===== src/rtl/core/lbrc_pkg.sv =====
// shared types, constants and codes of the block read cache
package lbrc_pkg;

  localparam int unsigned ADDR_W   = 48;
  localparam int unsigned SIZE_W   = 32;
  localparam int unsigned BLK_BITS = 20;
  localparam int unsigned TAG_W    = ADDR_W - BLK_BITS;
  localparam int unsigned WAYS     = 32;
  localparam int unsigned SLOT_W   = $clog2(WAYS);
  localparam int unsigned MAX_SEGS = 16;
  localparam int unsigned BLEN_W   = BLK_BITS + 1;
  localparam int unsigned KIND_W   = 3;

  localparam logic [BLEN_W-1:0] BLK_LEN = BLEN_W'(1) << BLK_BITS;

  localparam logic [KIND_W-1:0] K_ZERO  = 3'd0;
  localparam logic [KIND_W-1:0] K_EOF   = 3'd1;
  localparam logic [KIND_W-1:0] K_BYP   = 3'd2;
  localparam logic [KIND_W-1:0] K_MANY  = 3'd3;
  localparam logic [KIND_W-1:0] K_CACHE = 3'd4;

  localparam logic [1:0] ST_OK   = 2'd0;
  localparam logic [1:0] ST_EOF  = 2'd1;
  localparam logic [1:0] ST_MANY = 2'd2;

  localparam logic [0:0] REG_FILE_LEN = 1'd0;
  localparam logic [0:0] REG_CACHE_EN = 1'd1;

  typedef struct packed {
    logic [ADDR_W-1:0] addr;
    logic [SIZE_W-1:0] size;
    logic              raw_data;
  } lbrc_req_t;

  typedef struct packed {
    logic [1:0]          status;
    logic                bypass;
    logic                hit;
    logic [SLOT_W-1:0]   slot;
    logic [TAG_W-1:0]    fetch_block;
    logic [BLEN_W-1:0]   fetch_len;
    logic                evict_valid;
    logic [TAG_W-1:0]    evict_block;
    logic [BLK_BITS-1:0] in_block_offset;
    logic [SIZE_W-1:0]   copy_len;
    logic [SIZE_W-1:0]   out_offset;
    logic                last;
  } lbrc_res_t;

  typedef struct packed {
    logic [KIND_W-1:0] kind;
    logic [ADDR_W-1:0] addr;
    logic [SIZE_W-1:0] size;
  } lbrc_desc_t;

  typedef struct packed {
    logic [ADDR_W-1:0] file_len;
    logic              cache_en;
  } lbrc_cfg_t;

endpackage


===== src/rtl/core/lru_block_read_cache_core.sv =====
// top level of the block read cache: config registers, front, queue and back
// one-result items pass the front register, the queue and the result register
// cached requests: a lookup and an update state per segment; the update waits
// for a free result register; throughput: one-result items 1 per cycle while
// results are taken; a cached item holds the back through all its segments
// reset: config cleared, cache entries invalid, queue and result register empty
module lru_block_read_cache_core (
  input  logic                 clk_i,
  input  logic                 rst_ni,
  input  logic                 cfg_we_i,
  input  logic [1:0]           cfg_idx_i,
  input  logic [47:0]          cfg_data_i,
  input  logic                 req_valid_i,
  output logic                 req_ready_o,
  input  lbrc_pkg::lbrc_req_t  req_i,
  output logic                 res_valid_o,
  input  logic                 res_ready_i,
  output lbrc_pkg::lbrc_res_t  res_o
);
  import lbrc_pkg::*;

  lbrc_cfg_t  cfg_q;
  logic       push, full, pop, q_valid;
  lbrc_desc_t desc_in, desc_out;

  always_ff @(posedge clk_i or negedge rst_ni) begin
    if (!rst_ni) begin
      cfg_q <= '0;
    end else if (cfg_we_i && !cfg_idx_i[1]) begin
      if (cfg_idx_i[0] == REG_FILE_LEN) cfg_q.file_len <= cfg_data_i[ADDR_W-1:0];
      if (cfg_idx_i[0] == REG_CACHE_EN) cfg_q.cache_en <= cfg_data_i[0];
    end
  end

  lbrc_front u_front (
    .clk_i, .rst_ni, .cfg_i(cfg_q),
    .req_valid_i, .req_ready_o, .req_i,
    .push_o(push), .desc_o(desc_in), .full_i(full)
  );

  lbrc_queue u_queue (
    .clk_i, .rst_ni, .push_i(push), .desc_i(desc_in), .full_o(full),
    .pop_i(pop), .valid_o(q_valid), .desc_o(desc_out)
  );

  lbrc_back u_back (
    .clk_i, .rst_ni, .cfg_i(cfg_q),
    .valid_i(q_valid), .desc_i(desc_out), .pop_o(pop),
    .res_valid_o, .res_ready_i, .res_o
  );

endmodule


===== src/rtl/core/lbrc_front.sv =====
// request intake and classification
module lbrc_front (
  input  logic               clk_i,
  input  logic               rst_ni,
  input  lbrc_pkg::lbrc_cfg_t  cfg_i,
  input  logic               req_valid_i,
  output logic               req_ready_o,
  input  lbrc_pkg::lbrc_req_t  req_i,
  output logic               push_o,
  output lbrc_pkg::lbrc_desc_t desc_o,
  input  logic               full_i
);
  import lbrc_pkg::*;

  logic              valid_q, valid_d;
  lbrc_req_t         req_q;
  logic [ADDR_W:0]   end_q;
  logic [ADDR_W-1:0] end_m1;
  logic [TAG_W-1:0]  span;

  assign push_o      = valid_q && !full_i;
  assign req_ready_o = !valid_q || !full_i;
  assign end_m1      = end_q[ADDR_W-1:0] - ADDR_W'(1);
  assign span        = end_m1[ADDR_W-1:BLK_BITS] - req_q.addr[ADDR_W-1:BLK_BITS];

  always_comb begin
    desc_o.addr = req_q.addr;
    desc_o.size = req_q.size;
    if (req_q.size == '0) begin
      desc_o.kind = K_ZERO;
    end else if (end_q[ADDR_W] || end_q[ADDR_W-1:0] > cfg_i.file_len) begin
      desc_o.kind = K_EOF;
    end else if (!cfg_i.cache_en || (req_q.raw_data && req_q.size >= SIZE_W'(BLK_LEN))) begin
      desc_o.kind = K_BYP;
    end else if (span >= TAG_W'(MAX_SEGS)) begin
      desc_o.kind = K_MANY;
    end else begin
      desc_o.kind = K_CACHE;
    end
  end

  always_comb begin
    valid_d = valid_q;
    if (push_o) valid_d = 1'b0;
    if (req_valid_i && req_ready_o) valid_d = 1'b1;
  end

  always_ff @(posedge clk_i or negedge rst_ni) begin
    if (!rst_ni) begin
      valid_q <= 1'b0;
    end else begin
      valid_q <= valid_d;
    end
  end

  always_ff @(posedge clk_i) begin
    if (req_valid_i && req_ready_o) begin
      req_q <= req_i;
      end_q <= {1'b0, req_i.addr} + (ADDR_W + 1)'(req_i.size);
    end
  end

endmodule


===== src/rtl/core/lbrc_queue.sv =====
// two-entry queue of classified requests
module lbrc_queue (
  input  logic               clk_i,
  input  logic               rst_ni,
  input  logic               push_i,
  input  lbrc_pkg::lbrc_desc_t desc_i,
  output logic               full_o,
  input  logic               pop_i,
  output logic               valid_o,
  output lbrc_pkg::lbrc_desc_t desc_o
);
  import lbrc_pkg::*;

  lbrc_desc_t  mem_q [2];
  logic        wr_q, wr_d, rd_q, rd_d;
  logic [1:0]  cnt_q, cnt_d;

  assign full_o  = cnt_q == 2'd2;
  assign valid_o = cnt_q != 2'd0;
  assign desc_o  = mem_q[rd_q];

  always_comb begin
    wr_d  = wr_q ^ push_i;
    rd_d  = rd_q ^ pop_i;
    cnt_d = cnt_q + 2'(push_i) - 2'(pop_i);
  end

  always_ff @(posedge clk_i or negedge rst_ni) begin
    if (!rst_ni) begin
      wr_q  <= 1'b0;
      rd_q  <= 1'b0;
      cnt_q <= 2'd0;
    end else begin
      wr_q  <= wr_d;
      rd_q  <= rd_d;
      cnt_q <= cnt_d;
    end
  end

  always_ff @(posedge clk_i) begin
    if (push_i) mem_q[wr_q] <= desc_i;
  end

endmodule


===== src/rtl/core/lbrc_back.sv =====
// segment walk, tag lookup, lru update and result register
module lbrc_back (
  input  logic               clk_i,
  input  logic               rst_ni,
  input  lbrc_pkg::lbrc_cfg_t  cfg_i,
  input  logic               valid_i,
  input  lbrc_pkg::lbrc_desc_t desc_i,
  output logic               pop_o,
  output logic               res_valid_o,
  input  logic               res_ready_i,
  output lbrc_pkg::lbrc_res_t  res_o
);
  import lbrc_pkg::*;

  localparam logic [1:0] S_IDLE = 2'd0;
  localparam logic [1:0] S_LOOK = 2'd1;
  localparam logic [1:0] S_UPD  = 2'd2;

  logic [1:0]        state_q, state_d;
  logic              out_v_q, out_v_d;
  lbrc_res_t         out_q;
  logic [ADDR_W-1:0] pos_q, base_q;
  logic [SIZE_W-1:0] rem_q;

  logic [TAG_W-1:0]  tags_q  [WAYS];
  logic [SLOT_W-1:0] rank_q  [WAYS];
  logic [WAYS-1:0]   valid_q;

  logic              hit_q, evict_q;
  logic [SLOT_W-1:0] slot_q, hrank_q;
  logic [TAG_W-1:0]  eblk_q;
  logic [BLEN_W-1:0] blen_q;

  logic              out_free;
  logic [TAG_W-1:0]  blk;
  logic [ADDR_W-1:0] avail;
  logic              found, has_free;
  logic [SLOT_W-1:0] hit_idx, free_idx, old_idx, pick;
  logic [BLEN_W-1:0] room;
  logic [SIZE_W-1:0] clen, rem_next;
  lbrc_res_t         seg;
  lbrc_res_t         single_res;

  assign out_free    = !out_v_q || res_ready_i;
  assign res_valid_o = out_v_q;
  assign res_o       = out_q;
  assign blk         = pos_q[ADDR_W-1:BLK_BITS];
  assign avail       = cfg_i.file_len - {blk, BLK_BITS'(0)};
  assign pop_o       = (state_q == S_IDLE) && valid_i && (desc_i.kind == K_CACHE || out_free);

  // lowest hit, lowest free entry, and the oldest entry when full
  always_comb begin
    found = 1'b0;
    has_free = 1'b0;
    hit_idx = '0;
    free_idx = '0;
    old_idx = '0;
    for (int i = WAYS - 1; i >= 0; i--) begin
      if (valid_q[i] && tags_q[i] == blk) begin
        found = 1'b1;
        hit_idx = SLOT_W'(i);
      end
      if (!valid_q[i]) begin
        has_free = 1'b1;
        free_idx = SLOT_W'(i);
      end
      if (rank_q[i] == SLOT_W'(WAYS - 1)) old_idx = SLOT_W'(i);
    end
    pick = found ? hit_idx : (has_free ? free_idx : old_idx);
  end

  // one-result item for zero length, past end of file, bypass and too many segments
  always_comb begin
    single_res = '0;
    single_res.last = 1'b1;
    case (desc_i.kind)
      K_EOF:  single_res.status = ST_EOF;
      K_MANY: single_res.status = ST_MANY;
      K_BYP: begin
        single_res.bypass   = 1'b1;
        single_res.copy_len = desc_i.size;
      end
      default: ;
    endcase
  end

  always_comb begin
    room     = blen_q - BLEN_W'(pos_q[BLK_BITS-1:0]);
    clen     = (rem_q < SIZE_W'(room)) ? rem_q : SIZE_W'(room);
    rem_next = rem_q - clen;
    seg = '0;
    seg.status          = ST_OK;
    seg.hit             = hit_q;
    seg.slot            = slot_q;
    seg.fetch_block     = hit_q ? '0 : blk;
    seg.fetch_len       = hit_q ? '0 : blen_q;
    seg.evict_valid     = evict_q;
    seg.evict_block     = evict_q ? eblk_q : '0;
    seg.in_block_offset = pos_q[BLK_BITS-1:0];
    seg.copy_len        = clen;
    seg.out_offset      = SIZE_W'(pos_q - base_q);
    seg.last            = rem_next == '0;
  end

  always_comb begin
    state_d = state_q;
    out_v_d = out_v_q && !res_ready_i;
    unique case (state_q)
      S_IDLE: begin
        if (pop_o) begin
          if (desc_i.kind == K_CACHE) state_d = S_LOOK;
          else out_v_d = 1'b1;
        end
      end
      S_LOOK: state_d = S_UPD;
      S_UPD: begin
        if (out_free) begin
          out_v_d = 1'b1;
          state_d = (rem_next == '0) ? S_IDLE : S_LOOK;
        end
      end
      default: state_d = S_IDLE;
    endcase
  end

  always_ff @(posedge clk_i or negedge rst_ni) begin
    if (!rst_ni) begin
      state_q <= S_IDLE;
      out_v_q <= 1'b0;
      valid_q <= '0;
    end else begin
      state_q <= state_d;
      out_v_q <= out_v_d;
      if (state_q == S_UPD && out_free && !hit_q) valid_q[slot_q] <= 1'b1;
    end
  end

  always_ff @(posedge clk_i) begin
    if (state_q == S_IDLE && pop_o) begin
      if (desc_i.kind == K_CACHE) begin
        pos_q  <= desc_i.addr;
        base_q <= desc_i.addr;
        rem_q  <= desc_i.size;
      end else begin
        out_q <= single_res;
      end
    end
    if (state_q == S_LOOK) begin
      hit_q   <= found;
      evict_q <= !found && !has_free;
      slot_q  <= pick;
      hrank_q <= rank_q[hit_idx];
      eblk_q  <= tags_q[old_idx];
      blen_q  <= (avail < ADDR_W'(BLK_LEN)) ? BLEN_W'(avail) : BLK_LEN;
    end
    if (state_q == S_UPD && out_free) begin
      out_q <= seg;
      pos_q <= pos_q + ADDR_W'(clen);
      rem_q <= rem_next;
      for (int i = 0; i < WAYS; i++) begin
        if (valid_q[i] && SLOT_W'(i) != slot_q && (!hit_q || rank_q[i] < hrank_q)) begin
          rank_q[i] <= rank_q[i] + SLOT_W'(1);
        end
      end
      rank_q[slot_q] <= '0;
      if (!hit_q) tags_q[slot_q] <= blk;
    end
  end

endmodule

===== config.mk =====
export PLATFORM = sky130hd
export DESIGN_NAME = lru_block_read_cache_core
export DESIGN_NICKNAME = d
export VERILOG_FILES = /design/src/rtl/core/lbrc_pkg.sv /design/src/rtl/core/lru_block_read_cache_core.sv /design/src/rtl/core/lbrc_front.sv /design/src/rtl/core/lbrc_queue.sv /design/src/rtl/core/lbrc_back.sv
export SDC_FILE = /design/constraint.sdc
export NUM_CORES = 2
export LEC_CHECK = 0
export ABC_CLOCK_PERIOD_IN_PS = 12400
export BUFFER_PORTS_ARGS = -buffer_cell sky130_fd_sc_hd__buf_2
export CAP_MARGIN = 20
export CORE_MARGIN = 2
export CORE_UTILIZATION = 55
export CTS_CLUSTER_SIZE = 20
export DETAILED_ROUTE_END_ITERATION = 16
export PLACE_DENSITY = 0.83
export SKIP_LAST_GASP = 1
export SYNTH_ARGS = -nofsm -noshare
export SYNTH_HDL_FRONTEND = slang
export SYNTH_SLANG_ARGS = --single-unit

===== constraint.sdc =====
create_clock -name clk_i -period 12.4 [get_ports clk_i]
set_clock_uncertainty 0.15 [all_clocks]
set_input_delay 1.24 -clock clk_i [delete_from_list [all_inputs] [get_ports clk_i]]
set_output_delay 1.24 -clock clk_i [all_outputs]
set_load 0.01 [all_outputs]

==> reports/metrics.yaml <==
status:
  status: "complete, no violations"
layout:
  drive_above_1_share: 0.105
  stdcell_count: 11000
  nNetsFinal: 9164
  final_util: 0.614
  fill_cells: 13200
  syn2layout_area_growth_pct: 11.0
clocking:
  clock_path_buffers: 3
  clock_latency_ns: 0.87
  holdBufCountCts: 0
  clockRootBuffer: "clkbuf_16"
  cts_buffers: 185
  postCtsSetupBuffers: 0
  cts.sinks: 1786
  cts_resized: 0
  cts_tree: "yes"
  ctsHtreeMaxLevel: 4
  clkTransAtPathRegs_ns: 0.06
die:
  die_w_um: 420
  rows: 152
  start_util: 0.554
  die-area_um2: 176000
  pin_count: 310
  die_h_um: 420
  core-area_um2: 172000
sta:
  final_max_slew_viol_count: 0
  fmax_ghz: 0.0999
  period_share: 0.807
  finalHoldViolations: 0
  worst_slew_pin_slew_ns: 1.30
  slew_headroom: 0.126
  setup_tns_ns: 0
  rsz0062_at_grt: "false"
  layout_setup_ws_ns: 2.39
  finalSetupViolCount: 0
  fin_crit_ns: 10.01
drt:
  drc_errors: 0
  drt_wl_total_um: 312000
  dr.pass1.iters: 9
  antenna_left: 0
  drt-vias-per-instance: 6.53
  dr.first_iter.drc_count: 12200
  vias: 72200
  routedWlPerCell_um: 28.3
critical_path:
  cp_max_fo: 31
  start_kind: "flip-flop"
  reg2reg_depth: 38
  worst_ep_required_time_ns: 12.82
  startpoint: "u_back.pos_q[0]"
  critical-path-max-stage-delay_ns: 0.72
  cp-end-kind: "flip-flop"
  crit_type: "reg -> reg"
  slowest_stage: "a2111oi_0"
  worstPathArrival_ns: 10.43
  reg2reg_from: "u_back.pos_q[0]"
power_and_ir_drop:
  p_sw_mw: 8.85
  switching_share: 0.382
  power.internal_mw: 14.3
  irDropWorstVdd_mv: 0.175
  p_leak_nw: 40.8
  sequentialPowerShare: 0.377
  power_density_nw_per_um2: 220
  clockPowerShare: 0.239
  combPwrFrac: 0.384
logic_synthesis:
  synth_area_per_cell_um2: 11.5
  synth_area_leaders: "edfxtp_1, xnor2_1, ha_1, xor2_1, mux2i_1"
  syn-instance-count: 8285
  synth_top_flop_cell: "edfxtp_1"
  async_flop_share: 0.0498
  synth_top_area_share: 0.485
  synth_cell_type_count: 88
  yosysWarnings: 0
  syn-cell-area_um2: 95000
  synthTopCellsByCount: "edfxtp_1, nand2_1, xnor2_1"
  ys_ff_latch: 1786
  synth_edf_count: 1534
  yosysTopAreaCell: "edfxtp_1"
  synth-seq-area-share: 0.543
  synth.most_common_cell: "edfxtp_1"
placed_design:
  place_inst: 10700
  place.gp.congestion: 1.08
  hpwl_um: 221000
  dp_slack_ns: 2.69
  port_buffers: 309
global_route:
  grt_pass1_wl_um: 450000
  grt_use_total: 0.347
  grt_max_degree: 116
  overflow: 0
  grt_pass1_vias: 68400
  antenna_found_initial: 29
job:
  cap_violations: 0
worst_hold_path:
  hp-class: "in -> async"
power by group through the flow:
stage	Clock [mW]	Sequential, mW	Combinational [mW]
3_5_place_dp	0	8.83	8.60
4_1_cts	5.55	8.71	8.69
2_1_floorplan	0	8.89	5.76
3_3_place_gp	0	8.79	8.36
5_1_grt	5.78	8.78	9.59
6_report	5.54	8.73	8.88
sequential cells by signal, summed over array words and instances, names as in the netlist, 2 cells and up:
name,cells
u_back.tags_q,896
u_back.res_o,172
u_queue.mem_q,166
u_back.rank_q,160
u_front.desc_o,80
cfg_q,49
u_front.end_q,49
u_back.pos_q,48
u_back.base_q,32
u_back.rem_q,32
u_back.valid_q,32
u_back.eblk_q,28
u_back.blen_q,21
u_back.hrank_q,5
u_back.slot_q,5
u_back.state_q,2
u_queue.cnt_q,2
through the flow:
stage | hold WS (ns) | total power [mW] | instance area [um2]
6_report | 0.184 | 23.2 | 105000
5_1_grt | 0.195 | 24.2 | 105000
4_1_cts | 0.157 | 23.0 | 105000
3_5_place_dp | 0.286 | 17.4 | 99400
3_3_place_gp | 0.276 | 17.2 | 99400
2_1_floorplan | 0.271 | 14.6 | 95000
layout make-up:
class                   instances  area [um2]  area share
clock inverters               111        1100      0.0104
repair buffers                455        2810      0.0266
well taps                    2310        2890      0.0274
clock buffers                 235        4850      0.0460
flip-flops and latches       1786       51600       0.489
multi-input cells            5871       41200       0.391
inverters                     270        1010     0.00962
diodes                          5        12.5    0.000119
routing by layer:
| metal | wire length [um] | track usage | up-vias |
|---|---|---|---|
| li1 | - | - | 30900 |
| met4 | 22300 | 0.204 | 26 |
| met1 | 113000 | 0.451 | 34900 |
| met3 | 41600 | 0.103 | 1060 |
| met2 | 135000 | 0.515 | 5262 |
| met5 | 157 | 0 | - |
layout by cell type, fill, tap and decap left out, types with 20 or more instances in the layout:
cell       count
o22ai_1      124
and3_1       136
nor3_1       125
clkbuf_16    185
a311oi_1      57
a211oi_1      35
clkbuf_1      47
or2_2         50
and2_1        63
dfxtp_1      163
edfxtp_1    1534
or4_1         25
clkinv_1      34
nor2b_1       86
a21o_1        81
nand2_1      836
mux2i_1      337
o21ai_0      228
nand3_1       92
buf_4        130
xor2_1       432
nor3_2        30
a31oi_1       28
nand2b_1     119
o211ai_1      43
ha_1         452
nor4_1       202
nor2_1       463
or3_1         29
dfrtp_1       88
mux2_2        58
a21oi_1      435
buf_2        310
xnor2_1      737
inv_1        265
clkinv_2      40
a2111oi_0     20
o21a_1        59
nand4_1      227
final timing paths:
check / to / slack, ns
hold reg to reg: u_queue.mem_q[1][48] / 0.29
setup / recovery: u_back.pos_q[39] / 2.39
min in group clk_i: u_queue.mem_q[1][48] / 0.29
max in group asynchronous: u_queue.rd_q / 10.54
hold / removal: u_back.valid_q[16] / 0.18
setup reg to reg: u_back.pos_q[39] / 2.39
critical path, delay by kind of cell (launching register included):
kind | cells | cell delay (ns)
simple gates | 11 | 2.48
compound gates | 18 | 4.82
xor+xnor | 1 | 0.19
fa+ha+maj | 4 | 0.94
buf+inv | 4 | 0.71
flops | 1 | 0.42
cells by family after synthesis:
logic type | Yosys count | share of synthesized area
other | 1 | 0.0000395
DFF | 1786 | 0.543
AOI/OAI and AO/OA | 1289 | 0.0855
and+or+nand+nor | 2538 | 0.131
muxes | 405 | 0.0447
xor gates and xnor gates | 1169 | 0.108
adders and majority gates | 459 | 0.0609
buffers and inverters | 638 | 0.0275
Power figures use the tool's default switching activity.
